==> src/hdl/ecng_pkg.sv <==
// Package for the envelope compressor with noise gate.
// Holds the default sample width, register reset values, arithmetic constants,
// the register index codes and the sequencer states. Depends on nothing.
package ecng_pkg;

	// Default sample width and fixed point format of the gains.
	localparam int SAMPLE_BITS_DEF = 16;
	localparam int Q_BITS          = 16;
	localparam int GATE_W          = Q_BITS + 1;

	// Arithmetic constants of the gain law.
	localparam int RATE_FULL   = 256;
	localparam int COMP_TARGET = 30000;
	localparam int PERCENT     = 100;

	// Configuration registers: 9 bits each.
	localparam int REG_W          = 9;
	localparam int SUSTAIN_RESET  = 256;
	localparam int RATE_RESET     = 40;
	localparam int THRESH_RESET   = 256;

	// Register index codes (word address on the configuration port).
	typedef enum logic [1:0] {
		REG_SUSTAIN = 2'd0,
		REG_RATE    = 2'd1,
		REG_THRESH  = 2'd2
	} reg_idx_t;

	// Sequencer states.
	typedef enum logic [3:0] {
		ST_IDLE,
		ST_ENV1,
		ST_ENV2,
		ST_PREP1,
		ST_PREP2,
		ST_DIVC,
		ST_SETG,
		ST_DIVG,
		ST_SETM,
		ST_MULG,
		ST_SETX,
		ST_MULX,
		ST_DONE
	} state_t;

endpackage

==> src/hdl/envelope_compressor_noise_gate.sv <==
// Envelope follower compressor with noise gate, top level.
// One shared add/subtract unit does the long divisions and multiplications under a
// small sequencer. Depends on ecng_pkg.
//
// Channel   Direction  Handshake                 Payload
// s_*       in         s_tvalid / s_tready       s_tdata: sample_in
// m_*       out        m_tvalid / m_tready       m_tdata: sample_out
// APB       in/out     psel, penable, pready=1   regs at 0x0, 0x4, 0x8
//
// The shared add/subtract unit works one bit per cycle through the compression
// division (41 bits at SAMPLE_BITS = 16), the gate division (32 bits there, only
// when the gate is closed) and the two gain multiplies. The block takes no new
// item until the current one has reached the last state.
// Reset clears the envelope and all control state and sets the registers to their reset values.
// A waiting result does not block the next item; only the last state holds until it is taken.
module envelope_compressor_noise_gate #(
	parameter int SAMPLE_BITS = ecng_pkg::SAMPLE_BITS_DEF
) (
	input  logic                              clk,
	input  logic                              arst_n,
	// Input stream
	input  logic                              s_tvalid,
	output logic                              s_tready,
	// s_tdata: sample_in [SAMPLE_BITS-1:0], zero padding above
	input  logic [((SAMPLE_BITS+7)/8)*8-1:0]  s_tdata,
	// Output stream
	output logic                              m_tvalid,
	input  logic                              m_tready,
	// m_tdata: sample_out [SAMPLE_BITS-1:0], zero padding above
	output logic [((SAMPLE_BITS+7)/8)*8-1:0]  m_tdata,
	// Configuration port
	input  logic                              psel,
	input  logic                              penable,
	input  logic                              pwrite,
	input  logic [3:0]                        paddr,
	input  logic [31:0]                       pwdata,
	output logic [31:0]                       prdata,
	output logic                              pready
);

	localparam int SB     = SAMPLE_BITS;
	localparam int DATA_W = ((SB + 7) / 8) * 8;
	localparam int QB     = ecng_pkg::Q_BITS;
	localparam int GW     = ecng_pkg::GATE_W;
	localparam int RW     = ecng_pkg::REG_W;
	// Magnitude width of the compression numerator before the Q shift.
	localparam int MW     = (SB + 9 > 25) ? SB + 9 : 25;
	// Width of the shared work register (dividend/quotient or multiplier).
	localparam int WW     = MW + QB;
	localparam int MULW   = (SB > GW) ? SB : GW;
	// Accumulator width: remainder or partial product.
	localparam int AW     = WW + MULW + 1;
	localparam int CW     = $clog2(WW + 1);
	localparam int PW     = SB + 10;
	localparam int TW     = 16;
	localparam int GCW    = (SB > TW) ? SB : TW;
	localparam int YW     = AW - QB;
	localparam logic [YW-1:0] Y_MAX     = YW'((1 << (SB - 1)) - 1);
	localparam logic [YW-1:0] Y_MIN_MAG = YW'(1 << (SB - 1));
	localparam logic [SB-1:0] ENV_MAX   = SB'(1 << (SB - 1));

	ecng_pkg::state_t state_q, state_d;

	logic [CW-1:0]        cnt_q, cnt_d;
	logic                 out_valid_q, out_valid_d;
	logic [SB-1:0]        env_q, env_d;
	logic [RW-1:0]        sustain_q, rate_q, thresh_q;

	logic [SB-1:0]        x_q, x_d;
	logic [SB-1:0]        a_q, a_d;
	logic [SB+8:0]        p_q, p_d;
	logic signed [PW-1:0] t1_q, t1_d;
	logic [WW-1:0]        w_q, w_d;
	logic [AW-1:0]        acc_q, acc_d;
	logic [WW-1:0]        opb_q, opb_d;
	logic [WW-1:0]        comp_q, comp_d;
	logic                 comp_neg_q, comp_neg_d;
	logic [SB-1:0]        out_q, out_d;

	// Shared add/subtract unit.
	logic                 div_mode;
	logic                 step_bit;
	logic [AW-1:0]        alu_a, alu_b, alu_sum;

	// Per-state helper values.
	logic [RW-1:0]        rate_n, rate_w;
	logic [SB+9:0]        env_sum;
	logic [SB-1:0]        env_e;
	logic signed [9:0]    sus_diff;
	logic signed [MW:0]   m_val;
	logic [MW:0]          m_mag;
	logic [MW-1:0]        s30;
	logic [TW-1:0]        t100;
	logic                 gate_open;
	logic [YW-1:0]        y_mag;
	logic                 y_neg;
	logic [SB-1:0]        y_sat;

	// The shared unit: one step of a shift-subtract division or a shift-add
	// multiply, both most significant bit first.
	always_comb begin
		div_mode = (state_q == ecng_pkg::ST_DIVC) || (state_q == ecng_pkg::ST_DIVG);
		step_bit = div_mode ? w_q[WW-1] : 1'b0;
		alu_a    = {acc_q[AW-2:0], step_bit};
		alu_b    = {{(AW-WW){1'b0}}, opb_q};
		alu_sum  = alu_a + (div_mode ? ~alu_b : alu_b) + {{(AW-1){1'b0}}, div_mode};
	end

	// Helpers for the envelope, the numerator, the gate test and saturation.
	always_comb begin
		rate_n    = (rate_q > RW'(ecng_pkg::RATE_FULL)) ? RW'(ecng_pkg::RATE_FULL) : rate_q;
		rate_w    = RW'(ecng_pkg::RATE_FULL) - rate_n;
		env_sum   = {1'b0, p_q} + ({{(SB+1){1'b0}}, rate_n} * {10'b0, a_q});
		env_e     = (env_q == '0) ? SB'(1) : env_q;
		sus_diff  = 10'(ecng_pkg::PERCENT) - {1'b0, sustain_q};
		s30       = {{(MW-RW){1'b0}}, sustain_q} * MW'(ecng_pkg::COMP_TARGET);
		m_val     = $signed({{(MW+1-PW){t1_q[PW-1]}}, t1_q}) + $signed({1'b0, s30});
		m_mag     = m_val[MW] ? (~m_val + 1'b1) : m_val;
		t100      = {{(TW-RW){1'b0}}, thresh_q} * TW'(ecng_pkg::PERCENT);
		gate_open = (thresh_q <= RW'(1)) ||
			({{(GCW-SB){1'b0}}, env_q} > {{(GCW-TW){1'b0}}, t100});
		y_mag     = acc_q[AW-1:QB];
		y_neg     = comp_neg_q ^ x_q[SB-1];
		if (y_neg) begin
			y_sat = (y_mag > Y_MIN_MAG) ? {1'b1, {(SB-1){1'b0}}} : (~y_mag[SB-1:0] + 1'b1);
		end else begin
			y_sat = (y_mag > Y_MAX) ? {1'b0, {(SB-1){1'b1}}} : y_mag[SB-1:0];
		end
	end

	// Sequencer: next state and datapath updates.
	always_comb begin
		state_d     = state_q;
		cnt_d       = cnt_q;
		out_valid_d = out_valid_q;
		env_d       = env_q;
		x_d         = x_q;
		a_d         = a_q;
		p_d         = p_q;
		t1_d        = t1_q;
		w_d         = w_q;
		acc_d       = acc_q;
		opb_d       = opb_q;
		comp_d      = comp_q;
		comp_neg_d  = comp_neg_q;
		out_d       = out_q;

		if (out_valid_q && m_tready) begin
			out_valid_d = 1'b0;
		end

		unique case (state_q)
			ecng_pkg::ST_IDLE: begin
				if (s_tvalid) begin
					x_d     = s_tdata[SB-1:0];
					state_d = ecng_pkg::ST_ENV1;
				end
			end
			ecng_pkg::ST_ENV1: begin
				a_d     = x_q[SB-1] ? (~x_q + 1'b1) : x_q;
				p_d     = {{SB{1'b0}}, rate_w} * {9'b0, env_q};
				state_d = ecng_pkg::ST_ENV2;
			end
			ecng_pkg::ST_ENV2: begin
				env_d   = env_sum[SB+7:8];
				state_d = ecng_pkg::ST_PREP1;
			end
			ecng_pkg::ST_PREP1: begin
				t1_d    = $signed({{(PW-10){sus_diff[9]}}, sus_diff}) *
					$signed({{(PW-SB){1'b0}}, env_e});
				opb_d   = {{(WW-SB){1'b0}}, env_e} * WW'(ecng_pkg::PERCENT);
				state_d = ecng_pkg::ST_PREP2;
			end
			ecng_pkg::ST_PREP2: begin
				comp_neg_d = m_val[MW];
				w_d        = {m_mag[MW-1:0], {QB{1'b0}}};
				acc_d      = '0;
				cnt_d      = CW'(WW);
				state_d    = ecng_pkg::ST_DIVC;
			end
			ecng_pkg::ST_DIVC, ecng_pkg::ST_DIVG: begin
				acc_d = alu_sum[AW-1] ? alu_a : alu_sum;
				w_d   = {w_q[WW-2:0], ~alu_sum[AW-1]};
				cnt_d = cnt_q - 1'b1;
				if (cnt_q == CW'(1)) begin
					state_d = (state_q == ecng_pkg::ST_DIVC) ? ecng_pkg::ST_SETG
						: ecng_pkg::ST_SETM;
				end
			end
			ecng_pkg::ST_SETG: begin
				// The compression gain magnitude is now in the work register.
				comp_d = w_q;
				acc_d  = '0;
				if (gate_open) begin
					w_d     = {GW'(1 << QB), {(WW-GW){1'b0}}};
					opb_d   = w_q;
					cnt_d   = CW'(GW);
					state_d = ecng_pkg::ST_MULG;
				end else begin
					w_d     = {env_q, {(WW-SB){1'b0}}};
					opb_d   = {{(WW-TW){1'b0}}, t100};
					cnt_d   = CW'(SB + QB);
					state_d = ecng_pkg::ST_DIVG;
				end
			end
			ecng_pkg::ST_SETM: begin
				w_d     = {w_q[GW-1:0], {(WW-GW){1'b0}}};
				opb_d   = comp_q;
				acc_d   = '0;
				cnt_d   = CW'(GW);
				state_d = ecng_pkg::ST_MULG;
			end
			ecng_pkg::ST_MULG, ecng_pkg::ST_MULX: begin
				acc_d = w_q[WW-1] ? alu_sum : alu_a;
				w_d   = {w_q[WW-2:0], 1'b0};
				cnt_d = cnt_q - 1'b1;
				if (cnt_q == CW'(1)) begin
					state_d = (state_q == ecng_pkg::ST_MULG) ? ecng_pkg::ST_SETX
						: ecng_pkg::ST_DONE;
				end
			end
			ecng_pkg::ST_SETX: begin
				// Combined gain is the product shifted back to Q16.
				opb_d   = acc_q[WW+QB-1:QB];
				w_d     = {a_q, {(WW-SB){1'b0}}};
				acc_d   = '0;
				cnt_d   = CW'(SB);
				state_d = ecng_pkg::ST_MULX;
			end
			ecng_pkg::ST_DONE: begin
				if (!out_valid_q || m_tready) begin
					out_d       = y_sat;
					out_valid_d = 1'b1;
					state_d     = ecng_pkg::ST_IDLE;
				end
			end
			default: begin
				state_d = ecng_pkg::ST_IDLE;
			end
		endcase
	end

	// Control state, envelope and configuration registers.
	always_ff @(posedge clk or negedge arst_n) begin
		if (!arst_n) begin
			state_q     <= ecng_pkg::ST_IDLE;
			cnt_q       <= '0;
			out_valid_q <= 1'b0;
			env_q       <= '0;
			sustain_q   <= RW'(ecng_pkg::SUSTAIN_RESET);
			rate_q      <= RW'(ecng_pkg::RATE_RESET);
			thresh_q    <= RW'(ecng_pkg::THRESH_RESET);
		end else begin
			state_q     <= state_d;
			cnt_q       <= cnt_d;
			out_valid_q <= out_valid_d;
			env_q       <= env_d;
			if (psel && penable && pwrite) begin
				unique case (ecng_pkg::reg_idx_t'(paddr[3:2]))
					ecng_pkg::REG_SUSTAIN: sustain_q <= pwdata[RW-1:0];
					ecng_pkg::REG_RATE:    rate_q    <= pwdata[RW-1:0];
					ecng_pkg::REG_THRESH:  thresh_q  <= pwdata[RW-1:0];
					default: ;
				endcase
			end
		end
	end

	// Datapath registers.
	always_ff @(posedge clk) begin
		x_q        <= x_d;
		a_q        <= a_d;
		p_q        <= p_d;
		t1_q       <= t1_d;
		w_q        <= w_d;
		acc_q      <= acc_d;
		opb_q      <= opb_d;
		comp_q     <= comp_d;
		comp_neg_q <= comp_neg_d;
		out_q      <= out_d;
	end

	// Register read back.
	always_comb begin
		unique case (ecng_pkg::reg_idx_t'(paddr[3:2]))
			ecng_pkg::REG_SUSTAIN: prdata = {{(32-RW){1'b0}}, sustain_q};
			ecng_pkg::REG_RATE:    prdata = {{(32-RW){1'b0}}, rate_q};
			ecng_pkg::REG_THRESH:  prdata = {{(32-RW){1'b0}}, thresh_q};
			default:               prdata = '0;
		endcase
	end

	assign pready   = 1'b1;
	assign s_tready = (state_q == ecng_pkg::ST_IDLE);
	assign m_tvalid = out_valid_q;
	assign m_tdata  = {{(DATA_W-SB){1'b0}}, out_q};

	// An accepted item keeps the block busy for at least the next cycle.
	assert property (@(posedge clk) disable iff (!arst_n)
		s_tvalid && s_tready |=> !s_tready)
		else $error("input accepted twice in a row");

	// The iterating states always have steps left to run.
	assert property (@(posedge clk) disable iff (!arst_n)
		(state_q == ecng_pkg::ST_DIVC || state_q == ecng_pkg::ST_DIVG ||
		 state_q == ecng_pkg::ST_MULG || state_q == ecng_pkg::ST_MULX) |-> cnt_q != '0)
		else $error("shared unit running with an empty step count");

	// The envelope never exceeds the largest sample magnitude.
	assert property (@(posedge clk) disable iff (!arst_n) env_q <= ENV_MAX)
		else $error("envelope out of range");

endmodule
==> config.mk <==
export PLATFORM = sky130hd
export DESIGN_NAME = envelope_compressor_noise_gate
export DESIGN_NICKNAME = d
export VERILOG_FILES = /design/src/hdl/ecng_pkg.sv /design/src/hdl/envelope_compressor_noise_gate.sv
export SDC_FILE = /design/constraint.sdc
export NUM_CORES = 2
export LEC_CHECK = 0
export ABC_AREA = 1
export BUFFER_PORTS_ARGS = -buffer_cell sky130_fd_sc_hd__buf_2
export CORE_MARGIN = 8
export CORE_UTILIZATION = 30
export DETAILED_ROUTE_END_ITERATION = 8
export SYNTH_ARGS = -nofsm -noshare
export SYNTH_HDL_FRONTEND = slang
export SYNTH_SLANG_ARGS = --single-unit
==> constraint.sdc <==
create_clock -name clk -period 18.9 [get_ports clk]
set_input_delay 3.78 -clock clk [delete_from_list [all_inputs] [get_ports clk]]
set_output_delay 3.78 -clock clk [all_outputs]
set_load 0.01 [all_outputs]
==> impl_metrics.yaml <==
clock_tree:
  ctsHoldBuffers: 0
  numCtsBuffers: 44
  clk_transition_reported_paths_ps: 60
  clock_sinks: 335
  clock_latency_ps: 630
  cts.path.max_buffers: 3
  postCtsSetupBuffers: 0
  cts_tree: "yes"
  htreeDepth: 2
  ctsRootBufferMaster: "clkbuf_16"
  cts_resized: 0
logic_synthesis:
  synth-warning-count: 0
  synth.avg_cell_area_um2: 7.76
  synthCells: 5420
  ys_ff_latch: 335
  synth_top_cell_by_area: "edfxtp_1"
  synth_ff_type: "edfxtp_1"
  yosysTopAreaCellShare_pct: 20.1
  synth_common_cells: "nand2_1, inv_1, nor2_1"
  synth.distinct_cells: 66
  async_reset_ff_share_pct: 16.1
  synth_area_um2: 42100
  synth.area.top_cells: "edfxtp_1, fa_1, ha_1"
  ys_seq_area_share_pct: 23.3
  synth_edf_count: 281
  synth_most_common_cell: "nand2_1"
timing:
  period_share_pct: 45.3
  setup-violations-final: 0
  max_freq_mhz: 117
  drv_slew: 0
  fin_skew_ps: 28.8
  tightest_slew_ps: 1150
  rsz0062_at_grt: "no"
  period_needed_ps: 8550
  hold_viol: 0
  slew_headroom_pct: 22.8
  finalSetupTns_ps: 0
setup_path:
  critPathMaxFanout: 10
  worst_ep_required_time_ps: 15120
  cp.arrival_ps: 4770
  cp-start-kind: "primary input"
  endpoint_kind: "output port"
  critPathKind: "primary input to output port"
global_routing:
  antenna_found_initial: 4
  grt_pass1_vias: 35900
  grt_max_degree: 63
  grt_pass1_wl_mm: 208
  grt.overflow.total: 0
  grt_usage_pct: 17.2
drt:
  first_iter_violations: 2764
  totalWireLength_mm: 133
  wl_per_cell_um: 18.1
  route.detailed.drc: 0
  via_count: 35700
  routed_via_density: 4.86
  drtPass1Iterations: 6
  ant_nets: 0
final_layout:
  final_nets: 6285
  layout-drive-gt1-share_pct: 4.85
  synthToLayoutAreaGrowth_pct: 9.04
  finish.utilization_pct: 32.9
die:
  num_rows: 137
  core_um2: 139000
  die_area_um2: 152000
  start_util_pct: 30.2
  ios: 110
  die_h_um: 390
  fp.dieW_um: 390
job:
  maxCapViolCount: 0
worst_hold_path:
  hold_path_class: "flop to flop"
placement:
  hpwlAfterDp_mm: 107
  routabilityCongestion: 0.957
  io_buffers: 60
outcome:
  outcome: "finished clean"
[metrics by stage]
stage                     instances  setup WS, ps  instance area (um2)  hold slack (ps)
after floorplan                5442         10750                42200              426
after global placement         7261         10390                44400              429
after detailed placement       7261         10390                44400              436
after CTS                      7341         10350                45900              445
after global routing           7341         10150                45900              453
final                          7342         10350                45900              438
[flip-flops by register name (all words and copies together) (netlist names)]
| register | count |
|---|---|
| opb_q | 41 |
| comp_q | 41 |
| m_tdata | 16 |
| a_q | 16 |
| t1_q | 26 |
| x_q | 16 |
| rate_q | 9 |
| state_q | 4 |
| sustain_q | 9 |
| comp_neg_q | 1 |
| acc_q | 59 |
| env_q | 16 |
| m_tvalid | 1 |
| w_q | 41 |
| thresh_q | 9 |
| cnt_q | 6 |
| p_q | 24 |
[critical path: stages]
cell      delay (ps)
buf_2            120
nor2_1           450
nand2_1          110
o221ai_1         120
buf_2            180
[placed cells by master, fill, tap and decap left out, types with 57 or more instances in the layout]
| cell type | netlist | final |
|---|---|---|
| o21ai_0 | 212 | 211 |
| inv_1 | 975 | 975 |
| nand2_1 | 1325 | 1323 |
| xnor2_1 | 107 | 107 |
| xor2_1 | 93 | 93 |
| o211ai_1 | 57 | 57 |
| buf_2 | 17 | 60 |
| ha_1 | 425 | 425 |
| fa_1 | 370 | 370 |
| a21oi_1 | 248 | 247 |
| nand3_1 | 234 | 234 |
| nor2_1 | 514 | 508 |
| edfxtp_1 | 281 | 281 |
[metal layers]
| layer | part of all wire (%) | global-route usage, % | wire length [um] |
|---|---|---|---|
| met2 | 46 | 28.4 | 61100 |
| met1 | 44 | 22.9 | 58900 |
| met5 | 0 | 0 | 0 |
| met3 | 5.7 | 2.36 | 7520 |
| met4 | 4.0 | 6.22 | 5290 |
[logic make-up after synthesis]
kind of cell | count (synthesis) | synth area share (%)
simple gates | 2266 | 22.1
buf+inv | 1149 | 10.7
flops | 335 | 23.3
compound gates | 672 | 9.40
fa+ha+maj | 795 | 30.2
xor+xnor | 201 | 4.20
other cells | 2 | 0.0179
[cell type report]
type,count,area [um2]
inverter,989,3710
tap,1876,2350
fill,14800,93500
antenna,1,2.50
multi-input combinational,3958,27900
timing repair buffer,103,623
sequential,335,9790
clock inverter,27,313
clock buffer,53,1170
[worst paths after layout]
path,startpoint,end,slack (ps),cells after the start
worst max-delay path,paddr[3],prdata[3],10350,5
worst min-delay path,w_q[32],comp_q[32],440,0
worst max register to register,sustain_q[1],t1_q[23],10990,29
worst min register to register,w_q[32],comp_q[32],440,0
max in group asynchronous,arst_n,state_q[0],15010,2
min in group asynchronous,arst_n,rate_q[2],3340,2
Power is left out: the tool's default activity adds up to more than one toggle a clock period on the data nets, which glitch-free logic cannot reach.
